<file path="src/rtl/core/ibp_pkg.sv">
// Types, constants and the opcode mode lookup for the instruction boundary predecoder.
// Used by every module under rtl/core; depends on nothing.
package ibp_pkg;

  typedef struct packed {
    logic [7:0]  code_byte;
    logic [15:0] byte_address;
  } in_item_t;

  typedef struct packed {
    logic [1:0]  prefix_page;
    logic [7:0]  opcode_value;
    logic [3:0]  addr_mode;
    logic [7:0]  operand_byte;
    logic [15:0] operand_word;
    logic [7:0]  index_postbyte;
    logic [15:0] branch_target;
  } out_item_t;

  typedef enum logic [3:0] {
    MODE_ILLEGAL  = 4'd0,
    MODE_INHERENT = 4'd1,
    MODE_IMM8     = 4'd2,
    MODE_IMM16    = 4'd3,
    MODE_DIRECT   = 4'd4,
    MODE_EXTENDED = 4'd5,
    MODE_INDEXED  = 4'd6,
    MODE_REL      = 4'd7,
    MODE_LONGREL  = 4'd8,
    MODE_STACK_S  = 4'd9,
    MODE_STACK_U  = 4'd10,
    MODE_REGPAIR  = 4'd11
  } addr_mode_e;

  typedef enum logic [3:0] {
    PH_OPCODE  = 4'b0001,
    PH_BYTE    = 4'b0010,
    PH_WORD_HI = 4'b0100,
    PH_WORD_LO = 4'b1000
  } phase_e;

  localparam logic [1:0] PAGE_NONE = 2'd0;
  localparam logic [1:0] PAGE_10   = 2'd1;
  localparam logic [1:0] PAGE_11   = 2'd2;

  localparam logic [7:0] PREFIX_10 = 8'h10;
  localparam logic [7:0] PREFIX_11 = 8'h11;

  localparam logic [3:0] PAGE0_MODES [256] = '{
    4'h4, 4'h4, 4'h4, 4'h4, 4'h4, 4'h4, 4'h4, 4'h4,
    4'h4, 4'h4, 4'h4, 4'h4, 4'h4, 4'h4, 4'h4, 4'h4,
    4'h0, 4'h0, 4'h1, 4'h1, 4'h0, 4'h0, 4'h8, 4'h8,
    4'h0, 4'h1, 4'h2, 4'h0, 4'h2, 4'h1, 4'hb, 4'hb,
    4'h7, 4'h7, 4'h7, 4'h7, 4'h7, 4'h7, 4'h7, 4'h7,
    4'h7, 4'h7, 4'h7, 4'h7, 4'h7, 4'h7, 4'h7, 4'h7,
    4'h6, 4'h6, 4'h6, 4'h6, 4'h9, 4'h9, 4'ha, 4'ha,
    4'h0, 4'h1, 4'h1, 4'h1, 4'h2, 4'h1, 4'h0, 4'h1,
    4'h1, 4'h1, 4'h1, 4'h1, 4'h1, 4'h1, 4'h1, 4'h1,
    4'h1, 4'h1, 4'h1, 4'h1, 4'h1, 4'h1, 4'h0, 4'h1,
    4'h1, 4'h1, 4'h1, 4'h1, 4'h1, 4'h1, 4'h1, 4'h1,
    4'h1, 4'h1, 4'h1, 4'h1, 4'h1, 4'h1, 4'h0, 4'h1,
    4'h6, 4'h0, 4'h0, 4'h6, 4'h6, 4'h0, 4'h6, 4'h6,
    4'h6, 4'h6, 4'h6, 4'h0, 4'h6, 4'h6, 4'h6, 4'h6,
    4'h5, 4'h0, 4'h0, 4'h5, 4'h5, 4'h0, 4'h5, 4'h5,
    4'h5, 4'h5, 4'h5, 4'h0, 4'h5, 4'h5, 4'h5, 4'h5,
    4'h2, 4'h2, 4'h2, 4'h3, 4'h2, 4'h2, 4'h2, 4'h0,
    4'h2, 4'h2, 4'h2, 4'h2, 4'h3, 4'h7, 4'h3, 4'h0,
    4'h4, 4'h4, 4'h4, 4'h4, 4'h4, 4'h4, 4'h4, 4'h4,
    4'h4, 4'h4, 4'h4, 4'h4, 4'h4, 4'h4, 4'h4, 4'h4,
    4'h6, 4'h6, 4'h6, 4'h6, 4'h6, 4'h6, 4'h6, 4'h6,
    4'h6, 4'h6, 4'h6, 4'h6, 4'h6, 4'h6, 4'h6, 4'h6,
    4'h5, 4'h5, 4'h5, 4'h5, 4'h5, 4'h5, 4'h5, 4'h5,
    4'h5, 4'h5, 4'h5, 4'h5, 4'h5, 4'h5, 4'h5, 4'h5,
    4'h2, 4'h2, 4'h2, 4'h3, 4'h2, 4'h2, 4'h2, 4'h0,
    4'h2, 4'h2, 4'h2, 4'h2, 4'h3, 4'h0, 4'h3, 4'h0,
    4'h4, 4'h4, 4'h4, 4'h4, 4'h4, 4'h4, 4'h4, 4'h4,
    4'h4, 4'h4, 4'h4, 4'h4, 4'h4, 4'h4, 4'h4, 4'h4,
    4'h6, 4'h6, 4'h6, 4'h6, 4'h6, 4'h6, 4'h6, 4'h6,
    4'h6, 4'h6, 4'h6, 4'h6, 4'h6, 4'h6, 4'h6, 4'h6,
    4'h5, 4'h5, 4'h5, 4'h5, 4'h5, 4'h5, 4'h5, 4'h5,
    4'h5, 4'h5, 4'h5, 4'h5, 4'h5, 4'h5, 4'h5, 4'h5
  };

  // Upper half of the prefixed pages: mode follows the row group.
  function automatic addr_mode_e row_mode(input logic [1:0] grp);
    addr_mode_e m;
    case (grp)
      2'd0:    m = MODE_IMM16;
      2'd1:    m = MODE_DIRECT;
      2'd2:    m = MODE_INDEXED;
      default: m = MODE_EXTENDED;
    endcase
    return m;
  endfunction

  function automatic addr_mode_e lookup_mode(input logic [1:0] page, input logic [7:0] op);
    logic [3:0] lo;
    logic [3:0] hi;
    addr_mode_e rm;
    addr_mode_e m;
    lo = op[3:0];
    hi = op[7:4];
    rm = row_mode(hi[1:0]);
    m  = MODE_ILLEGAL;
    case (page)
      PAGE_10: begin
        if (op >= 8'h21 && op <= 8'h2f) begin
          m = MODE_LONGREL;
        end else if (op == 8'h3f) begin
          m = MODE_INHERENT;
        end else if (op >= 8'h80 && op < 8'hc0) begin
          if (lo == 4'h3 || lo == 4'hc || lo == 4'he) m = rm;
          else if (lo == 4'hf && hi != 4'h8) m = rm;
        end else if (op >= 8'hc0) begin
          if (lo == 4'he) m = rm;
          else if (lo == 4'hf && hi != 4'hc) m = rm;
        end
      end
      PAGE_11: begin
        if (op == 8'h3f) begin
          m = MODE_INHERENT;
        end else if (op >= 8'h80 && op < 8'hc0 && (lo == 4'h3 || lo == 4'hc)) begin
          m = rm;
        end
      end
      default: m = addr_mode_e'(PAGE0_MODES[op]);
    endcase
    return m;
  endfunction

endpackage

</file>
<file path="src/rtl/core/instruction_boundary_predecoder_unit.sv">
// Top level of the instruction boundary predecoder.
// Input register, decode logic, result register. A completed instruction's record is
// loaded into the result register when its last byte is decoded.
// Throughput is one byte per cycle while the consumer keeps up.
// Reset clears the pipeline valid bits and all instruction state to the opcode phase.
// Depends on ibp_pkg, ibp_in_stage, ibp_decode and ibp_out_stage.
module instruction_boundary_predecoder_unit (
  input  logic               clk_i,
  input  logic               rst_ni,
  input  logic               in_valid_i,
  output logic               in_stall_o,
  input  ibp_pkg::in_item_t  in_item_i,
  output logic               out_valid_o,
  input  logic               out_stall_i,
  output ibp_pkg::out_item_t out_item_o
);
  import ibp_pkg::*;

  logic      dec_ready;
  logic      advance;
  logic      done;
  in_item_t  item;
  out_item_t rec;

  ibp_in_stage u_in_stage (
    .clk_i       (clk_i),
    .rst_ni      (rst_ni),
    .in_valid_i  (in_valid_i),
    .in_stall_o  (in_stall_o),
    .in_item_i   (in_item_i),
    .dec_ready_i (dec_ready),
    .advance_o   (advance),
    .item_o      (item)
  );

  ibp_decode u_decode (
    .clk_i     (clk_i),
    .rst_ni    (rst_ni),
    .advance_i (advance),
    .item_i    (item),
    .done_o    (done),
    .rec_o     (rec)
  );

  ibp_out_stage u_out_stage (
    .clk_i       (clk_i),
    .rst_ni      (rst_ni),
    .load_i      (advance & done),
    .rec_i       (rec),
    .ready_o     (dec_ready),
    .out_valid_o (out_valid_o),
    .out_stall_i (out_stall_i),
    .out_item_o  (out_item_o)
  );

endmodule

</file>
<file path="src/rtl/core/ibp_in_stage.sv">
// Input register of the predecoder: holds one accepted byte until the decoder takes it.
// Depends on ibp_pkg.
module ibp_in_stage (
  input  logic              clk_i,
  input  logic              rst_ni,
  input  logic              in_valid_i,
  output logic              in_stall_o,
  input  ibp_pkg::in_item_t in_item_i,
  input  logic              dec_ready_i,
  output logic              advance_o,
  output ibp_pkg::in_item_t item_o
);
  import ibp_pkg::*;

  logic     valid_q;
  in_item_t item_q;

  assign advance_o  = valid_q & dec_ready_i;
  assign in_stall_o = valid_q & ~dec_ready_i;
  assign item_o     = item_q;

  always_ff @(posedge clk_i or negedge rst_ni) begin
    if (!rst_ni) begin
      valid_q <= 1'b0;
    end else if (!in_stall_o) begin
      valid_q <= in_valid_i;
    end
  end

  always_ff @(posedge clk_i) begin
    if (in_valid_i && !in_stall_o) begin
      item_q <= in_item_i;
    end
  end

endmodule

</file>
<file path="src/rtl/core/ibp_decode.sv">
// Instruction state and per-byte decode: prefix pages, mode lookup, operand gathering,
// branch target. Depends on ibp_pkg.
module ibp_decode (
  input  logic               clk_i,
  input  logic               rst_ni,
  input  logic               advance_i,
  input  ibp_pkg::in_item_t  item_i,
  output logic               done_o,
  output ibp_pkg::out_item_t rec_o
);
  import ibp_pkg::*;

  phase_e      phase_q, phase_d;
  logic [1:0]  page_q, page_d;
  addr_mode_e  mode_q, mode_d;
  logic [7:0]  opcode_q, opcode_d;
  logic [7:0]  byte_q, byte_d;
  logic [15:0] word_q, word_d;
  logic [7:0]  postbyte_q, postbyte_d;
  logic        done;
  logic [7:0]  b;
  logic [15:0] target;

  assign b = item_i.code_byte;

  always_comb begin
    phase_d    = phase_q;
    page_d     = page_q;
    mode_d     = mode_q;
    opcode_d   = opcode_q;
    byte_d     = byte_q;
    word_d     = word_q;
    postbyte_d = postbyte_q;
    done       = 1'b0;

    case (phase_q)
      PH_BYTE: begin
        if (mode_q == MODE_INDEXED && postbyte_q == 8'h00) begin
          postbyte_d = b;
          if (!b[7]) begin
            done = 1'b1;
          end else begin
            case (b[3:0])
              4'h8, 4'hc:       phase_d = PH_BYTE;
              4'h9, 4'hd, 4'hf: phase_d = PH_WORD_HI;
              default:          done = 1'b1;
            endcase
          end
        end else begin
          byte_d = b;
          done   = 1'b1;
        end
      end
      PH_WORD_HI: begin
        word_d  = {8'h00, b};
        phase_d = PH_WORD_LO;
      end
      PH_WORD_LO: begin
        word_d = {word_q[7:0], b};
        done   = 1'b1;
      end
      default: begin
        opcode_d = b;
        phase_d  = PH_OPCODE;
        if (page_q == PAGE_NONE && (b == PREFIX_10 || b == PREFIX_11)) begin
          page_d = (b == PREFIX_10) ? PAGE_10 : PAGE_11;
          mode_d = MODE_ILLEGAL;
        end else begin
          mode_d = lookup_mode(page_q, b);
          case (mode_d)
            MODE_IMM16, MODE_EXTENDED, MODE_LONGREL: phase_d = PH_WORD_HI;
            MODE_ILLEGAL, MODE_INHERENT:             done = 1'b1;
            default:                                 phase_d = PH_BYTE;
          endcase
        end
      end
    endcase

    case (mode_d)
      MODE_REL:     target = item_i.byte_address + 16'd1 + {{8{byte_d[7]}}, byte_d};
      MODE_LONGREL: target = item_i.byte_address + 16'd1 + word_d;
      default:      target = 16'h0000;
    endcase

    rec_o.prefix_page    = page_d;
    rec_o.opcode_value   = opcode_d;
    rec_o.addr_mode      = mode_d;
    rec_o.operand_byte   = byte_d;
    rec_o.operand_word   = word_d;
    rec_o.index_postbyte = (mode_d == MODE_INDEXED) ? postbyte_d : 8'h00;
    rec_o.branch_target  = target;

    if (done) begin
      postbyte_d = 8'h00;
      phase_d    = PH_OPCODE;
      page_d     = PAGE_NONE;
    end
  end

  assign done_o = done;

  always_ff @(posedge clk_i or negedge rst_ni) begin
    if (!rst_ni) begin
      phase_q    <= PH_OPCODE;
      page_q     <= PAGE_NONE;
      mode_q     <= MODE_ILLEGAL;
      opcode_q   <= 8'h00;
      byte_q     <= 8'h00;
      word_q     <= 16'h0000;
      postbyte_q <= 8'h00;
    end else if (advance_i) begin
      phase_q    <= phase_d;
      page_q     <= page_d;
      mode_q     <= mode_d;
      opcode_q   <= opcode_d;
      byte_q     <= byte_d;
      word_q     <= word_d;
      postbyte_q <= postbyte_d;
    end
  end

endmodule

</file>
<file path="src/rtl/core/ibp_out_stage.sv">
// Result register of the predecoder: holds one decoded record until the consumer takes it.
// Depends on ibp_pkg.
module ibp_out_stage (
  input  logic               clk_i,
  input  logic               rst_ni,
  input  logic               load_i,
  input  ibp_pkg::out_item_t rec_i,
  output logic               ready_o,
  output logic               out_valid_o,
  input  logic               out_stall_i,
  output ibp_pkg::out_item_t out_item_o
);
  import ibp_pkg::*;

  logic      valid_q;
  out_item_t item_q;

  assign ready_o     = ~valid_q | ~out_stall_i;
  assign out_valid_o = valid_q;
  assign out_item_o  = item_q;

  always_ff @(posedge clk_i or negedge rst_ni) begin
    if (!rst_ni) begin
      valid_q <= 1'b0;
    end else if (load_i) begin
      valid_q <= 1'b1;
    end else if (!out_stall_i) begin
      valid_q <= 1'b0;
    end
  end

  always_ff @(posedge clk_i) begin
    if (load_i) begin
      item_q <= rec_i;
    end
  end

endmodule
</file>
<file path="config.mk">
export PLATFORM = sky130hd
export DESIGN_NAME = instruction_boundary_predecoder_unit
export DESIGN_NICKNAME = d
export VERILOG_FILES = /design/src/rtl/core/ibp_pkg.sv /design/src/rtl/core/instruction_boundary_predecoder_unit.sv /design/src/rtl/core/ibp_in_stage.sv /design/src/rtl/core/ibp_decode.sv /design/src/rtl/core/ibp_out_stage.sv
export SDC_FILE = /design/constraint.sdc
export NUM_CORES = 1
export LEC_CHECK = 0
export BUFFER_PORTS_ARGS = -buffer_cell sky130_fd_sc_hd__buf_2
export CAP_MARGIN = 30
export CORE_MARGIN = 2
export CORE_UTILIZATION = 25
export CTS_BUF_LIST = sky130_fd_sc_hd__clkbuf_2
export CTS_CLUSTER_DIAMETER = 40
export CTS_CLUSTER_SIZE = 40
export DETAILED_ROUTE_END_ITERATION = 8
export RECOVER_POWER = 50
export SETUP_SLACK_MARGIN = 0.02
export SYNTH_ARGS = -nofsm -noshare
export SYNTH_HDL_FRONTEND = slang
export SYNTH_SLANG_ARGS = --single-unit
export TNS_END_PERCENT = 20
</file>
<file path="constraint.sdc">
create_clock -name clk_i -period 12.3 [get_ports clk_i]
set_input_delay 3.075 -clock clk_i [delete_from_list [all_inputs] [get_ports clk_i]]
set_output_delay 3.075 -clock clk_i [all_outputs]
set_load 0.005 [all_outputs]
</file>
# Yosys cells after proc, flatten, opt, wreduce, memory -nomap -nowiden
# Memory sizes are Yosys's and may differ from the RTL's.
# Cells that the tools add are included.
[op_classes]
addsub = 3
mul = 0
div = 0
n_lt_le_gt_ge = 6
eq_ne = 32
n_shift = 0
mux = 45
bitwise = 8
reduce_logical = 23
[op_table]
columns = ["operator", "n"]
rows = [
  ["2-to-1 mux 4 bit", 17],
  ["case mux 16 bit (2 select lines)", 2],
  ["2-to-1 mux 8 bit", 6],
  ["== test 4 bit, second input constant", 9],
  ["adder 16 bit", 2],
  ["== test 4 x 3 -> 1 bit, second input constant", 5],
  ["adder 16 x 1 -> 16 bit, second input constant", 1],
  ["== test 8 x 5 -> 1 bit, second input constant", 2],
  [">= comparator 8 bit, second input constant", 2],
  ["case mux 4 bit (2 select lines)", 2],
  ["== test 4 x 2 -> 1 bit, second input constant", 3],
  ["!= test 4 bit, second input constant", 3],
  ["case mux 4 bit (3 select lines)", 1],
  [">= comparator 9 bit, second input constant", 1],
  ["2-to-1 mux 3 bit", 3],
  ["inverter 8 -> 9 bit", 1],
  ["case mux 3 bit (3 select lines)", 1],
  ["OR reduction 3 bit", 3],
  ["== test 8 x 6 -> 1 bit, second input constant", 1],
  [">= comparator 8 x 6 -> 1 bit, second input constant", 1],
  ["less-or-equal comparator 8 x 6 -> 1 bit, second input constant", 1],
  ["logical AND 1 bit", 8],
  ["zero test 8 bit", 1],
  ["< comparator 8 bit, second input constant", 1],
  ["21 further kinds", 40],
]
[totals]
register_bits = 138
latch_bits = 0
mem_bits_rw = 0
rom_bits = 1024
out_inout_bits = 64
memories = 1
[memory_table]
columns = ["name", "words", "width", "read_ports", "rd_ports_with_merged_regs", "wr", "line_no", "text"]
rows = [
  ["(name not given)", 256, 4, 1, 0, 0, "ibp_pkg.sv:126", "default: m = addr_mode_e'(PAGE0_MODES[op]);"],
]

# Logic depth before layout (Yosys ltp)
[depth]
word_depth = 18
mapped_depth = 22
depth_no_buf = 21

# By module
# Synthesis repeated with hierarchy kept, for this count alone.
[unflattened]
cells_unflattened = 650
area_unflattened_um2 = 7171.9
[by_module_without_submodules]
columns = ["mod", "n_inst", "cells_per_inst", "area_per_inst_um2", "seq_area_each_um2"]
rows = [
  ["ibp_decode", 1, 554, 4483.0, 1252.5],
  ["ibp_out_stage", 1, 65, 1898.1, 1886.8],
  ["ibp_in_stage", 1, 30, 784.5, 745.7],
  ["instruction_boundary_predecoder_unit", 1, 1, 6.3, 0.0],
]

# Worst setup path after synthesis
# Ideal clock, no wire load.
[synth_timing]
path_kind = "input to register"
from = "input port out_stall_i"
to = "register u_out_stage.item_q, in the netlist u_out_stage.out_item_o[0] (enable)"
setup_ns = 0.491
arrival_ns = 6.067
t_required_ns = 11.809
setup_slack_ns = 5.742
stages = 3
path_buffers = 0
path_cell_list = "nand2_1 -> nand2_1 -> nor2_1"
[synth_between]
elab_chain_cells = 4
[synth_lines]
columns = ["item", "line_no", "text"]
rows = [
  ["from (decl)", "instruction_boundary_predecoder_unit.sv:14", "input logic out_stall_i,"],
  ["inverter 1 bit", "ibp_out_stage.sv:18", "assign ready_o = ~valid_q | ~out_stall_i;"],
  ["OR 1 bit", "ibp_out_stage.sv:18", ""],
  ["AND 1 bit", "ibp_in_stage.sv:18", "assign advance_o = valid_q & dec_ready_i;"],
  ["AND 1 bit", "instruction_boundary_predecoder_unit.sv:48", ".load_i (advance & done),"],
  ["named net u_out_stage.load_i", "ibp_out_stage.sv:6", "input logic load_i,"],
  ["to (signal assigned)", "ibp_out_stage.sv:34", "item_q <= rec_i;"],
  ["to (decl)", "ibp_out_stage.sv:16", "out_item_t item_q;"],
]
# The timed path passes the listed nets, and every way through them passes these cells.
# A chain may end at the register's enable or synchronous reset.

# Final worst setup path
[layout_timing]
from = "input port out_stall_i"
to = "output port in_stall_o"
[layout_between]
elab_chain_cells = 4
[layout_lines]
columns = ["item", "line_no", "text"]
rows = [
  ["inverter 1 bit", "ibp_out_stage.sv:18", ""],
  ["OR 1 bit", "ibp_out_stage.sv:18", ""],
  ["inverter 1 bit", "ibp_in_stage.sv:19", "assign in_stall_o = valid_q & ~dec_ready_i;"],
  ["AND 1 bit", "ibp_in_stage.sv:19", ""],
  ["to (decl)", "instruction_boundary_predecoder_unit.sv:11", "output logic in_stall_o,"],
]
# Every way passes these cells.

==> impl_metrics.toml <==
[outcome]
outcome = "finished, violations left"
violations = "capacitance limit, slew limit"

[final_layout]
fill_cells = 3084
nNetsFinal = 846
areaGrowthSynthToFinish_pct = 15.0
layout_common_cells = "nand2_1 (103), buf_2 (86), edfxtp_1 (86)"
stdcell_count = 1186
final_common_cell = "nand2_1"
final_util_pct = 29.0
seq_area_um2 = 3880
multi_input_area_um2 = 3010
drive_gt1_share_pct = 16.4

[timing]
fmax_ghz = 0.153
hold_slack_ps = 506
hold_violations = 0
slew_headroom_pct = -93.2
worstMarginPinSlew_ps = 2900
skew_ps = 45.3
min_period_ps = 6520
finalSetupViolCount = 0
final.setup.tns_ps = 0
final_max_slew_viol_count = 123
fin_crit_sh_pct = 53.0
rsz0062_at_grt = "no"
setup_slack_ps = 5780

[critical_path]
required_ps = 9220
crit_type = "input pin to output pin"
timing.critical_path.to_type = "output pin"
worstPathArrival_ps = 3450
crit_path_start_kind = "input pin"
reg2reg_slack_ps = 6090
path_max_fanout = 3
worstRegToRegCells = 21
cp-startpoint = "out_stall_i"
endpoint = "in_stall_o"
reg2reg_from = "u_in_stage.item_o[17]$_DFFE_PP_"
r2r-end = "u_out_stage.out_item_o[14]$_SDFFCE_PN0P_"

[routing]
vias_per_cell = 4.59
drtIter0Drc = 375
drc_errors = 0
drt_pass1_iterations = 7
drt_wl_total_mm = 18.4
via_count = 5443
detail-route-antenna-nets = 0
wl_per_cell_um = 15.5

[global_route]
grtUsageTotal_pct = 12.4
antenna_found_initial = 1
grt_pass1_wl_mm = 29.0
grt_pass1_vias = 5250
grt_max_degree = 70
grt_overflow_total = 0

[cts]
cts.clk_slew.worst_paths_ps = 190
clockBufferDepth = 2
post_cts_buffers = 0
cts_resized = 0
cts_hold_buf = 0
clock-root-buffer = "clkbuf_2"
tritoncts = "done"
clock_latency_ps = 740
clock-sinks = 138
cts_max_level = 4
cts-buffers-inserted = 17

[power]
p_leak_nw = 3.57
ir_drop_mv = 0.0649
p_per_area_nw_per_um2 = 211

[floorplanning]
io_pins = 92
rows = 62
core_um2 = 28500
die_h_um = 174
die_w_um = 174
die_area_um2 = 30200
initial_utilization_pct = 25.2

[synthesis]
synth_cell_type_count = 72
yosysWarnings = 0
synth_area_per_cell_um2 = 10.2
synthTopCellsByArea = "edfxtp_1 (36%), dfrtp_1 (18%), nand2_1 (5.4%), ha_1 (5.0%), a21oi_1 (3.7%)"
synth-seq-cells = 138
synth-seq-area-share_pct = 54.0
synth_ff_type = "edfxtp_1"
ys_async_sr_fraction_pct = 37.7
synth_fp_nets = 762
synth_edf_count = 86
yosys.area.top_type_share_pct = 35.9
syn-cell-area_um2 = 7200
yosys.area.top_type = "edfxtp_1"
synth_cells = 704

[placed_design]
placed_cells = 1153
port_buffers = 91
routabilityCongestion = 0.864
dp.final_hpwl_mm = 13.1
pre_cts_ws_ps = 5770

[hold_path]
hold_class = "flip-flop to flip-flop"
holdPathStages = 2

[run]
cap_violations = 2
[per-stage QoR]
stage / cell area (um2) / power, mW
3_5_place_dp: 8090 / 1.48
3_3_place_gp: 8060 / 1.47
5_1_grt: 8280 / 1.88
4_1_cts: 8340 / 1.78
2_1_floorplan: 7200 / 1.25
6_report: 8280 / 1.74
[worst min path at each step]
| stage | end | slack, ps | startpoint |
|---|---|---|---|
| after floorplan | u_decode.opcode_q[7]$_DFFE_PN0P_ | 450 | u_decode.opcode_q[7]$_DFFE_PN0P_ |
| after global placement | u_decode.opcode_q[3]$_DFFE_PN0P_ | 460 | u_decode.opcode_q[3]$_DFFE_PN0P_ |
| after detailed placement | u_decode.opcode_q[1]$_DFFE_PN0P_ | 470 | u_decode.opcode_q[1]$_DFFE_PN0P_ |
| after CTS | u_decode.word_q[8]$_DFFE_PN0P_ | 510 | u_decode.word_q[8]$_DFFE_PN0P_ |
| after global routing | u_decode.opcode_q[7]$_DFFE_PN0P_ | 520 | u_decode.opcode_q[7]$_DFFE_PN0P_ |
| final | u_decode.word_q[9]$_DFFE_PN0P_ | 510 | u_decode.word_q[9]$_DFFE_PN0P_ |
[state kept, by name, summed over array words and instances, names as in the netlist, 2 cells and up]
register,flops
u_decode.byte_q,8
u_decode.mode_q,4
u_decode.opcode_q,8
u_decode.page_q,2
u_decode.phase_q,4
u_decode.postbyte_q,8
u_decode.word_q,16
u_in_stage.item_o,24
u_out_stage.out_item_o,62
[critical path, cell delays in order]
cell,delay (ps)
buf_2,100
nand3_1,110
inv_1,40
buf_2,120
[power by group]
part | leakage (nW) | switching, mW | internal, mW
sequential | 1.50 | 0.0763 | 0.658
combinational | 1.92 | 0.453 | 0.274
clock | 0.139 | 0.186 | 0.0971
total | 3.57 | 0.715 | 1.03
[cell families after synthesis]
| kind of cell | Yosys count | share of synthesized area (%) |
|---|---|---|
| and+or+nand+nor | 247 | 15.9 |
| AOI/OAI and AO/OA | 165 | 14.6 |
| xor gates and xnor gates | 31 | 3.77 |
| muxes | 16 | 2.26 |
| buffers and inverters | 77 | 4.17 |
| adders and majority gates | 30 | 5.32 |
| DFF | 138 | 54.0 |
[synthesized netlist by cell type (3+ instances only)]
cell      count
xnor2_1      20
edfxtp_1     86
mux2i_1      14
dfrtp_1      51
nand3_1      15
nand2_1     104
xor2_1       11
buf_1         5
buf_2         9
nor3_1        4
ha_1         29
and3_1        7
and2_1        6
clkbuf_1     20
nand4b_1      3
a21o_1        7
nand2b_1      6
a22oi_1       9
a211oi_1      3
nand4_1      10
o21a_1        3
or4_1         3
o21ai_0      49
nor2_1       69
nor3b_1       3
a21oi_1      53
o21bai_1      3
o211ai_1      3
inv_1        43
[cell type report]
| class | instances | share of cell area (%) |
|---|---|---|
| clock buffer | 17 | 1.03 |
| antenna | 1 | 0.0302 |
| tap | 384 | 5.80 |
| sequential | 138 | 46.9 |
| timing repair buffer | 99 | 5.97 |
| inverter | 43 | 1.95 |
| multi-input combinational | 489 | 36.3 |
| clock inverter | 15 | 1.96 |
[per-layer routing]
layer	track usage, %	vias up	routed length (um)
li1	-	2676	-
met2	18.8	173	8270
met5	0	-	0
met4	4.24	0	381
met3	2.35	29	868
met1	17.7	2565	8920
No activity file was read; power rests on OpenSTA's default activity.
